`src/hdl/rgbd_pkg.sv`:
```
package rgbd_pkg;

	// item opcodes
	typedef enum logic [1:0] {
		OP_SET   = 2'd0,
		OP_OFF   = 2'd1,
		OP_FLASH = 2'd2,
		OP_TICK  = 2'd3
	} op_t;

	// register map, index = paddr[2]
	localparam logic REG_BRIGHTNESS = 1'b0;
	localparam logic REG_INVERT     = 1'b1;

	localparam logic [7:0]  BRIGHTNESS_RST = 8'd255;
	localparam logic [15:0] ELAPSED_MAX    = 16'hFFFF;

	typedef struct packed {
		logic [7:0] brightness;
		logic       invert;
	} cfg_t;

	typedef struct packed {
		logic [7:0] red_drive;
		logic [7:0] green_drive;
		logic [7:0] blue_drive;
		logic       levels_written;
	} res_t;

endpackage

```
`src/hdl/rgb_led_dimmer_flasher.sv`:
```
// RGB LED dimmer/flasher. Each input transfer carries an opcode in tuser (set color,
// off, start flash, one-millisecond tick) and the color and flash period in tdata; each
// one yields exactly one output transfer with the held red/green/blue PWM duties and a
// flag telling whether the levels were rewritten. Written levels are scaled by
// brightness/255 (truncated) and inverted when the invert register is set; both registers
// sit on the APB port (brightness at 0x0, invert at 0x4) and apply from the next write
// on. The block takes one item per clock when the output is not stalled; an input register
// and a result register lie in its path, with the 8x8 scaling multiply and the flash
// counter compare between them. Flash state and held levels reset to zero.
module rgb_led_dimmer_flasher
	import rgbd_pkg::*;
(
	input  logic        clk,
	input  logic        arst_n,
	// stream in
	input  logic        s_axis_tvalid,
	output logic        s_axis_tready,
	input  logic [39:0] s_axis_tdata,  // red_level, green_level, blue_level, flash_period
	input  logic [1:0]  s_axis_tuser,  // opcode
	// stream out
	output logic        m_axis_tvalid,
	input  logic        m_axis_tready,
	output logic [23:0] m_axis_tdata,  // red_drive, green_drive, blue_drive
	output logic        m_axis_tuser,  // levels_written
	// APB
	input  logic        psel,
	input  logic        penable,
	input  logic        pwrite,
	input  logic [2:0]  paddr,
	input  logic [31:0] pwdata,
	output logic [31:0] prdata,
	output logic        pready
);

	cfg_t        cfg_q;
	logic        valid_s1;
	op_t         opcode_s1;
	logic [23:0] color_s1;
	logic [15:0] period_s1;
	logic        valid_s2;
	res_t        res_s2;
	res_t        res;
	logic        advance;
	logic        wr_en;

	// config registers
	assign pready = 1'b1;
	assign wr_en  = psel && penable && pwrite && pready;

	always_ff @(posedge clk or negedge arst_n) begin
		if (!arst_n) begin
			cfg_q.brightness <= BRIGHTNESS_RST;
			cfg_q.invert     <= 1'b0;
		end else if (wr_en) begin
			if (paddr[2] == REG_BRIGHTNESS) begin
				cfg_q.brightness <= pwdata[7:0];
			end else begin
				cfg_q.invert <= pwdata[0];
			end
		end
	end

	always_comb begin
		prdata = 32'd0;
		if (paddr[2] == REG_INVERT) begin
			prdata[0] = cfg_q.invert;
		end else begin
			prdata[7:0] = cfg_q.brightness;
		end
	end

	// stage 1 moves on whenever the result register is free or being drained
	assign advance       = valid_s1 && (!valid_s2 || m_axis_tready);
	assign s_axis_tready = !valid_s1 || advance;

	always_ff @(posedge clk or negedge arst_n) begin
		if (!arst_n) begin
			valid_s1 <= 1'b0;
		end else if (s_axis_tready) begin
			valid_s1 <= s_axis_tvalid;
		end
	end

	always_ff @(posedge clk) begin
		if (s_axis_tvalid && s_axis_tready) begin
			opcode_s1 <= op_t'(s_axis_tuser);
			color_s1  <= {s_axis_tdata[7:0], s_axis_tdata[15:8], s_axis_tdata[23:16]};
			period_s1 <= s_axis_tdata[39:24];
		end
	end

	rgbd_ctrl u_ctrl (
		.clk          (clk),
		.arst_n       (arst_n),
		.take         (advance),
		.opcode       (opcode_s1),
		.color        (color_s1),
		.flash_period (period_s1),
		.cfg          (cfg_q),
		.res          (res)
	);

	// result register
	always_ff @(posedge clk or negedge arst_n) begin
		if (!arst_n) begin
			valid_s2 <= 1'b0;
		end else if (!valid_s2 || m_axis_tready) begin
			valid_s2 <= valid_s1;
		end
	end

	always_ff @(posedge clk) begin
		if (advance) begin
			res_s2 <= res;
		end
	end

	assign m_axis_tvalid = valid_s2;
	assign m_axis_tdata  = {res_s2.blue_drive, res_s2.green_drive, res_s2.red_drive};
	assign m_axis_tuser  = res_s2.levels_written;

endmodule

```
`src/hdl/rgbd_scale.sv`:
```
module rgbd_scale
	import rgbd_pkg::*;
(
	input  logic [7:0] level,
	input  cfg_t       cfg,
	output logic [7:0] drive
);

	logic [15:0] prod;
	logic [16:0] sum;
	logic [7:0]  quot;

	// level*brightness/255, exact for 8x8 products: (p + (p>>8) + 1) >> 8
	assign prod = level * cfg.brightness;
	assign sum  = {1'b0, prod} + {9'd0, prod[15:8]} + 17'd1;
	assign quot = sum[15:8];

	// common anode drives the complement
	assign drive = cfg.invert ? ~quot : quot;

endmodule

```
`src/hdl/rgbd_ctrl.sv`:
```
module rgbd_ctrl
	import rgbd_pkg::*;
(
	input  logic        clk,
	input  logic        arst_n,
	input  logic        take,
	input  op_t         opcode,
	input  logic [23:0] color,
	input  logic [15:0] flash_period,
	input  cfg_t        cfg,
	output res_t        res
);

	logic        flash_active_q;
	logic        flash_lit_q;
	logic [23:0] flash_color_q;
	logic [14:0] half_period_q;
	logic [15:0] elapsed_q;
	logic [23:0] drive_q;

	logic        flash_active_d;
	logic        flash_lit_d;
	logic [23:0] flash_color_d;
	logic [14:0] half_period_d;
	logic [15:0] elapsed_d;
	logic [15:0] elapsed_inc;
	logic        wrote;
	logic [23:0] src;
	logic [23:0] scaled;

	assign elapsed_inc = (elapsed_q < ELAPSED_MAX) ? elapsed_q + 16'd1 : elapsed_q;

	// next state and the color to be written
	always_comb begin
		flash_active_d = flash_active_q;
		flash_lit_d    = flash_lit_q;
		flash_color_d  = flash_color_q;
		half_period_d  = half_period_q;
		elapsed_d      = elapsed_q;
		wrote          = 1'b0;
		src            = 24'd0;
		unique case (opcode)
			OP_SET: begin
				flash_active_d = 1'b0;
				src            = color;
				wrote          = 1'b1;
			end
			OP_OFF: begin
				flash_active_d = 1'b0;
				wrote          = 1'b1;
			end
			OP_FLASH: begin
				flash_color_d  = color;
				half_period_d  = flash_period[15:1];
				flash_active_d = 1'b1;
				elapsed_d      = 16'd0;
				flash_lit_d    = 1'b1;
				src            = color;
				wrote          = 1'b1;
			end
			OP_TICK: begin
				if (flash_active_q) begin
					elapsed_d = elapsed_inc;
					if (elapsed_inc >= {1'b0, half_period_q}) begin
						flash_lit_d = ~flash_lit_q;
						elapsed_d   = 16'd0;
						src         = flash_lit_q ? 24'd0 : flash_color_q;
						wrote       = 1'b1;
					end
				end
			end
			default: ;
		endcase
	end

	// per-channel scaling
	rgbd_scale u_scale_r (.level(src[23:16]), .cfg(cfg), .drive(scaled[23:16]));
	rgbd_scale u_scale_g (.level(src[15:8]),  .cfg(cfg), .drive(scaled[15:8]));
	rgbd_scale u_scale_b (.level(src[7:0]),   .cfg(cfg), .drive(scaled[7:0]));

	// state update on each item
	always_ff @(posedge clk or negedge arst_n) begin
		if (!arst_n) begin
			flash_active_q <= 1'b0;
			flash_lit_q    <= 1'b0;
			flash_color_q  <= 24'd0;
			half_period_q  <= 15'd0;
			elapsed_q      <= 16'd0;
			drive_q        <= 24'd0;
		end else if (take) begin
			flash_active_q <= flash_active_d;
			flash_lit_q    <= flash_lit_d;
			flash_color_q  <= flash_color_d;
			half_period_q  <= half_period_d;
			elapsed_q      <= elapsed_d;
			if (wrote) begin
				drive_q <= scaled;
			end
		end
	end

	assign res.red_drive      = wrote ? scaled[23:16] : drive_q[23:16];
	assign res.green_drive    = wrote ? scaled[15:8]  : drive_q[15:8];
	assign res.blue_drive     = wrote ? scaled[7:0]   : drive_q[7:0];
	assign res.levels_written = wrote;

endmodule

```
`config.mk`:
```
export PLATFORM = sky130hd
export DESIGN_NAME = rgb_led_dimmer_flasher
export DESIGN_NICKNAME = d
export VERILOG_FILES = /design/src/hdl/rgbd_pkg.sv /design/src/hdl/rgb_led_dimmer_flasher.sv /design/src/hdl/rgbd_scale.sv /design/src/hdl/rgbd_ctrl.sv
export SDC_FILE = /design/constraint.sdc
export NUM_CORES = 1
export LEC_CHECK = 0
export ABC_CLOCK_PERIOD_IN_PS = 10550
export BUFFER_PORTS_ARGS = -buffer_cell sky130_fd_sc_hd__buf_4
export CAP_MARGIN = 20
export CORE_ASPECT_RATIO = 1.5
export CORE_UTILIZATION = 62
export DETAILED_ROUTE_END_ITERATION = 8
export HOLD_SLACK_MARGIN = 0.1
export PLACE_DENSITY = 0.82
export SYNTH_ARGS = -nofsm -noshare
export SYNTH_HDL_FRONTEND = slang
export SYNTH_HIERARCHICAL = 1
export SYNTH_SLANG_ARGS = --single-unit
export TNS_END_PERCENT = 30
```
`constraint.sdc`:
```
create_clock -name clk -period 10.55 [get_ports clk]
set_clock_uncertainty 0.1 [all_clocks]
set_input_delay 0.5275 -clock clk [delete_from_list [all_inputs] [get_ports clk]]
set_output_delay 0.5275 -clock clk [all_outputs]
set_load 0.005 [all_outputs]
```
==> flow_summary_export.csv, run 1 <==
group,metric,value,unit
run_status,outcome,"finished, final reports clean",
finish,area_delta_synth_final,10.5,%
critical_path,cp_max_fo,24,
clock_network,h-tree-depth,4,
routing,drc,0,
floorplanning,ios,144,
critical_path,crit_path_top_delay_cell,"fa_1",
pwr,leakage,8.55,nW
finish,design_area,18200,um2
critical_path,reg2reg_to,"u_ctrl/drive_q[14]$_DFFE_PN0P_",
routing,first_iter_violations,875,
critical_path,ff2ff_path_depth,39,
finish,final_nets,2065,
floorplanning,core_area,25900,um2
clock_network,cts_tree,"done",
pwr,swShare,44.5,%
routing,via_count,12842,
timing,hold_viol_final,0,
global_route,grt_remaining_overflow,0,
logic_synthesis,yosys_warnings,6,
critical_path,crit_type,"register to register",
logic_synthesis,synthesis.instances,1641,
global_route,grt_pass1_wl,63.5,mm
floorplanning,dieHeight,202,um
floorplanning,die_width,135,um
routing,ant_nets,0,
finish,instances_no_fill,2080,
pwr,clkPwrFrac,15.3,%
timing,slew_violations,0,
place,place_inst,2042,
logic_synthesis,avgSynthCellArea,10.0,um2
timing,fin_crit_sh,95.9,%
logic_synthesis,synth_area,16500,um2
clock_network,cts_buffer_depth,2,
clock_network,root_buffer,"clkbuf_16",
timing,fmax,98.8,MHz
global_route,grtUsageTotal,29.6,%
global_route,antenna_found_initial,0,
floorplanning,die_area,27300,um2
routing,wirelength,38.4,mm
routing,dr.pass1.iters,5,
pwr,power.density,222,nW/um2
critical_path,cp_data_required_time,10840,ps
finish,layout_common_cells,"inv_1, and2_1, ha_1",
floorplanning,rows,72,
global_route,grt_max_degree,68,
clock_network,clk_latency,450,ps
clock_network,cts_sinks,158,
routing,wl_per_cell,18.5,um
worst_hold_path,hold_end,"period_s1[8]$_DFFE_PP_",
critical_path,max_stage_delay,550,ps
critical_path,startpoint,"u_ctrl/elapsed_q[1]$_DFFE_PN0P_",
pwr,seq_power_share,23.6,%
critical_path,rr_startpoint,"u_ctrl/elapsed_q[1]$_DFFE_PN0P_",
timing,relSlewSlack,25.2,%
place,io_buffers,91,
clock_network,cts_buffers,17,
place,hpwlAfterDp,27.8,mm
critical_path,critical_path_arrival,10410,ps
pwr,peakVddDrop,186,uV
timing,whs,154,ps
place,post-place-ws,240,ps
finish,antenna_cells,0,
place,gp_congestion,0.946,
critical_path,worstSetupStartpointType,"register",
place,placed_area,17500,um2
finish,final_common_cell,"inv_1",
pwr,internal-power,2.24,mW
timing,worst_slew_pin_slew,1120,ps
pwr,combPwrFrac,61.1,%
timing,setup_viol,0,
routing,viasPerCell,6.17,
worst_hold_path,hold_depth,1,
critical_path,end_kind,"register",
clock_network,path_clk_slew,70,ps
worst_hold_path,hold_path_class,"input pin to register",
finish,layout-drive-gt1-share,17.3,%
timing,worst_slack,431,ps
timing,fin_crit,10120,ps
timing,rsz0062_at_grt,"no",
flow_run,max-cap-violations,0,
critical_path,reg2reg_slack,430,ps
global_route,grt_pass1_vias,13595,
floorplanning,start_util,63.6,%
pwr,p_switching,1.80,mW
timing,tns,0,ps
worst_hold_path,hp-start,"s_axis_tdata[32]",
final cells by class:
class	instances	area (um2)
Multi-Input combinational cell	1246	11200
Clock buffer	23	499
Sequential cell	158	4300
Tap cell	333	417
Inverter	183	687
Timing Repair Buffer	128	996
Clock inverter	9	95.1
Fill cell	1902	7720
flip-flops by register name, indices dropped and copies added (netlist names):
| name | flops |
|---|---|
| cfg_q | 9 |
| color_s1 | 24 |
| m_axis_tdata | 24 |
| m_axis_tuser | 1 |
| m_axis_tvalid | 1 |
| opcode_s1 | 2 |
| period_s1 | 15 |
| u_ctrl/drive_q | 24 |
| u_ctrl/elapsed_q | 16 |
| u_ctrl/flash_active_q | 1 |
| u_ctrl/flash_color_q | 24 |
| u_ctrl/flash_lit_q | 1 |
| u_ctrl/half_period_q | 15 |
| valid_s1 | 1 |
metrics by stage:
stage	util, %	total power, mW
2_1_floorplan	-	2.74
3_3_place_gp	67.4	3.25
3_5_place_dp	67.4	3.34
4_1_cts	69.7	3.98
5_1_grt	70.3	4.35
6_report	70.3	4.04
critical path, delay by kind of cell (launching register included):
kind,cells,cell delay (ps)
AO/OA/AOI/OAI,15,3430
adder cells (fa/ha/maj),8,3160
AND/OR/NAND/NOR,8,1580
XOR/XNOR,3,730
buffers and inverters,5,600
flip-flops,1,410
per-layer routing:
layer  wire (um)  share of wire [%]  GRT usage [%]
met5           0                  0              0
met4        1450                3.8           16.7
met3        1590                4.1           3.73
met2       20800                 54           54.5
met1       14600                 38           31.9
power groups by stage:
stage | Sequential, mW | Clock (mW) | Combinational [mW]
after floorplan | 0.904 | 0 | 1.83
after global placement | 0.950 | 0 | 2.30
after detailed placement | 0.959 | 0 | 2.38
after CTS | 0.952 | 0.626 | 2.40
after global routing | 0.974 | 0.649 | 2.73
final | 0.955 | 0.616 | 2.47
timing repair:
item / 4_1_cts / 5_1_grt
setup endpoints to repair: 0 / 33
gates resized for setup: 0 / 16
hold buffers: 1 / 0
setup buffers: 0 / 4
endpoints found under the hold margin: 25 / 0
worst max-delay path by stage:
stage	to	slack, ps
3_5_place_dp	u_ctrl/drive_q[2]$_DFFE_PN0P_	240
3_3_place_gp	u_ctrl/drive_q[20]$_DFFE_PN0P_	460
2_1_floorplan	u_ctrl/drive_q[20]$_DFFE_PN0P_	1050
5_1_grt	u_ctrl/drive_q[22]$_DFFE_PN0P_	10
6_report	u_ctrl/drive_q[14]$_DFFE_PN0P_	430
4_1_cts	u_ctrl/drive_q[2]$_DFFE_PN0P_	200
No activity file was read; power rests on OpenSTA's default activity.
==> inputs of run 2 (changes only) <==
Settings changed: ABC_CLOCK_PERIOD_IN_PS 10550 to default, PLACE_DENSITY 0.82 to 0.89.
==> run 2 against run 1 <==
Compared with the run above:
- fmax is 0.96% lower
- first-iteration DRC count is 26% higher
- design area up 0.86%
- critical path type unchanged
- flip-flop and latch count unchanged
- die area did not move
- worst hold slack worse by 22 ps
- largest cell class unchanged
- critical endpoint is now u_ctrl/drive_q[3]$_DFFE_PN0P_
- sequential power is essentially flat
==> flow_summary_export.csv, run 2 (same netlist as run 1, synthesis figures left out) <==
group,metric,value,unit
routing,wirelength,41.1,mm
global_route,grt_remaining_overflow,0,
finish,final_nets,2065,
routing,first_iter_violations,1104,
routing,drc,0,
critical_path,cp_max_fo,12,
clock_network,cts_tree,"done",
floorplanning,core_area,25900,um2
finish,antenna_cells,0,
timing,hold_viol_final,0,
clock_network,path_clk_slew,80,ps
timing,tns,0,ps
place,io_buffers,91,
critical_path,cp_data_required_time,10830,ps
critical_path,crit_family,"adder cells",
floorplanning,ios,144,
critical_path,worst-path-buf-inv,5,
finish,final_util,70.9,%
critical_path,end_kind,"register",
global_route,grt_pass1_wl,66.7,mm
routing,wl_per_cell,19.7,um
global_route,grt_pass1_vias,14107,
flow_run,max-cap-violations,0,
floorplanning,start_util,63.6,%
critical_path,rr_startpoint,"u_ctrl/elapsed_q[0]$_DFFE_PN0P_",
place,hpwlAfterDp,28.2,mm
run_status,outcome,"finished, final reports clean",
worst_hold_path,hp-start,"s_axis_tdata[3]",
worst_hold_path,hold_path_class,"input pin to register",
routing,ant_nets,0,
critical_path,ff2ff_path_depth,39,
floorplanning,rows,72,
floorplanning,die_area,27300,um2
timing,fin_crit,10220,ps
clock_network,h-tree-depth,4,
critical_path,worstSetupPathDepth,39,
worst_hold_path,hold_depth,1,
pwr,leakage,8.59,nW
timing,fin_crit_sh,96.8,%
critical_path,crit_top_cell,"fa_1",
clock_network,cts_buffers,17,
floorplanning,dieHeight,202,um
pwr,power.density,226,nW/um2
timing,setup_viol,0,
critical_path,max_stage_delay,560,ps
timing,relSlewSlack,30.2,%
critical_path,critical_path_arrival,10500,ps
critical_path,startpoint,"u_ctrl/elapsed_q[0]$_DFFE_PN0P_",
finish,final_common_cell,"inv_1",
critical_path,worstSetupStartpointType,"register",
clock_network,clk_latency,470,ps
pwr,peakVddDrop,151,uV
timing,worst_slew_pin_slew,1050,ps
routing,viasPerCell,6.34,
floorplanning,die_width,135,um
critical_path,crit_path_top_delay_cell,"fa_1",
finish,layout-drive-gt1-share,18.2,%
routing,dr.pass1.iters,5,
clock_network,cts_sinks,158,
timing,slew_violations,0,
global_route,antenna_found_initial,0,
timing,fmax,97.9,MHz
global_route,grt_max_degree,70,
finish,layout_common_cells,"inv_1, and2_1, ha_1",
routing,via_count,13196,
global_route,grtUsageTotal,31.2,%
critical_path,crit_type,"register to register",
finish,area_delta_synth_final,11.5,%
place,gp_congestion,0.911,
clock_network,root_buffer,"clkbuf_16",
clock_network,cts_buffer_depth,2,
[run 2: worst register-to-register path, delay by kind of cell (launching register included)]
kind | cells | cell delay (ps)
DFF | 1 | 430
buffers and inverters | 5 | 500
and+or+nand+nor | 10 | 2120
xor gates and xnor gates | 3 | 630
adders and majority gates | 9 | 3760
AOI/OAI and AO/OA | 12 | 2630
[run 2: stage by stage]
step	power [mW]	instances	area (um2)	setup WS, ps	hold slack, ps
after detailed placement	3.34	2042	17500	285	341
after floorplan	2.74	1664	16600	1050	132
after CTS	4.02	2075	18100	86.2	120
final	4.16	2080	18400	333	132
after global routing	4.46	2080	18400	-56.5	112
after global placement	3.23	2042	17500	488	335
[run 2: repair_timing]
action                                 4_1_cts  5_1_grt
endpoints found under the hold margin       15        0
resized for setup                            0       38
hold buffers                                 1        0
setup endpoints to repair                    0       40
buffers inserted                             0        2
[run 2: report_power, final]
part | internal, mW | switching [mW]
registers | 0.816 | 0.141
clock network | 0.380 | 0.273
logic | 1.08 | 1.47
total | 2.28 | 1.88
[run 2: worst paths after layout]
path / slack [ps] / end
min in group asynchronous: 400 / u_ctrl/flash_color_q[18]$_DFFE_PN0P_
worst max-delay path: 330 / u_ctrl/drive_q[3]$_DFFE_PN0P_
worst min-delay path: 130 / color_s1[19]$_DFFE_PP_
worst max register to register: 330 / u_ctrl/drive_q[3]$_DFFE_PN0P_
worst min register to register: 380 / u_ctrl/half_period_q[6]$_DFFE_PN0P_
max in group asynchronous: 8590 / u_ctrl/elapsed_q[0]$_DFFE_PN0P_
[run 2: per-layer routing]
| layer | track usage, % | vias up | share of wire (%) |
|---|---|---|---|
| met5 | 0 | - | 0 |
| met4 | 22.6 | 0 | 6.2 |
| met3 | 5.14 | 208 | 4.9 |
| met2 | 55.6 | 597 | 53 |
| met1 | 32.7 | 6490 | 36 |
| li1 | - | 5901 | - |
[run 2: cell type report]
| cell class | instances | area, um2 |
|---|---|---|
| Timing Repair Buffer | 128 | 1030 |
| Tap cell | 333 | 417 |
| Inverter | 183 | 687 |
| Multi-Input combinational cell | 1246 | 11300 |
| Fill cell | 1733 | 7560 |
| Sequential cell | 158 | 4300 |
| Clock inverter | 9 | 120 |
| Clock buffer | 23 | 489 |
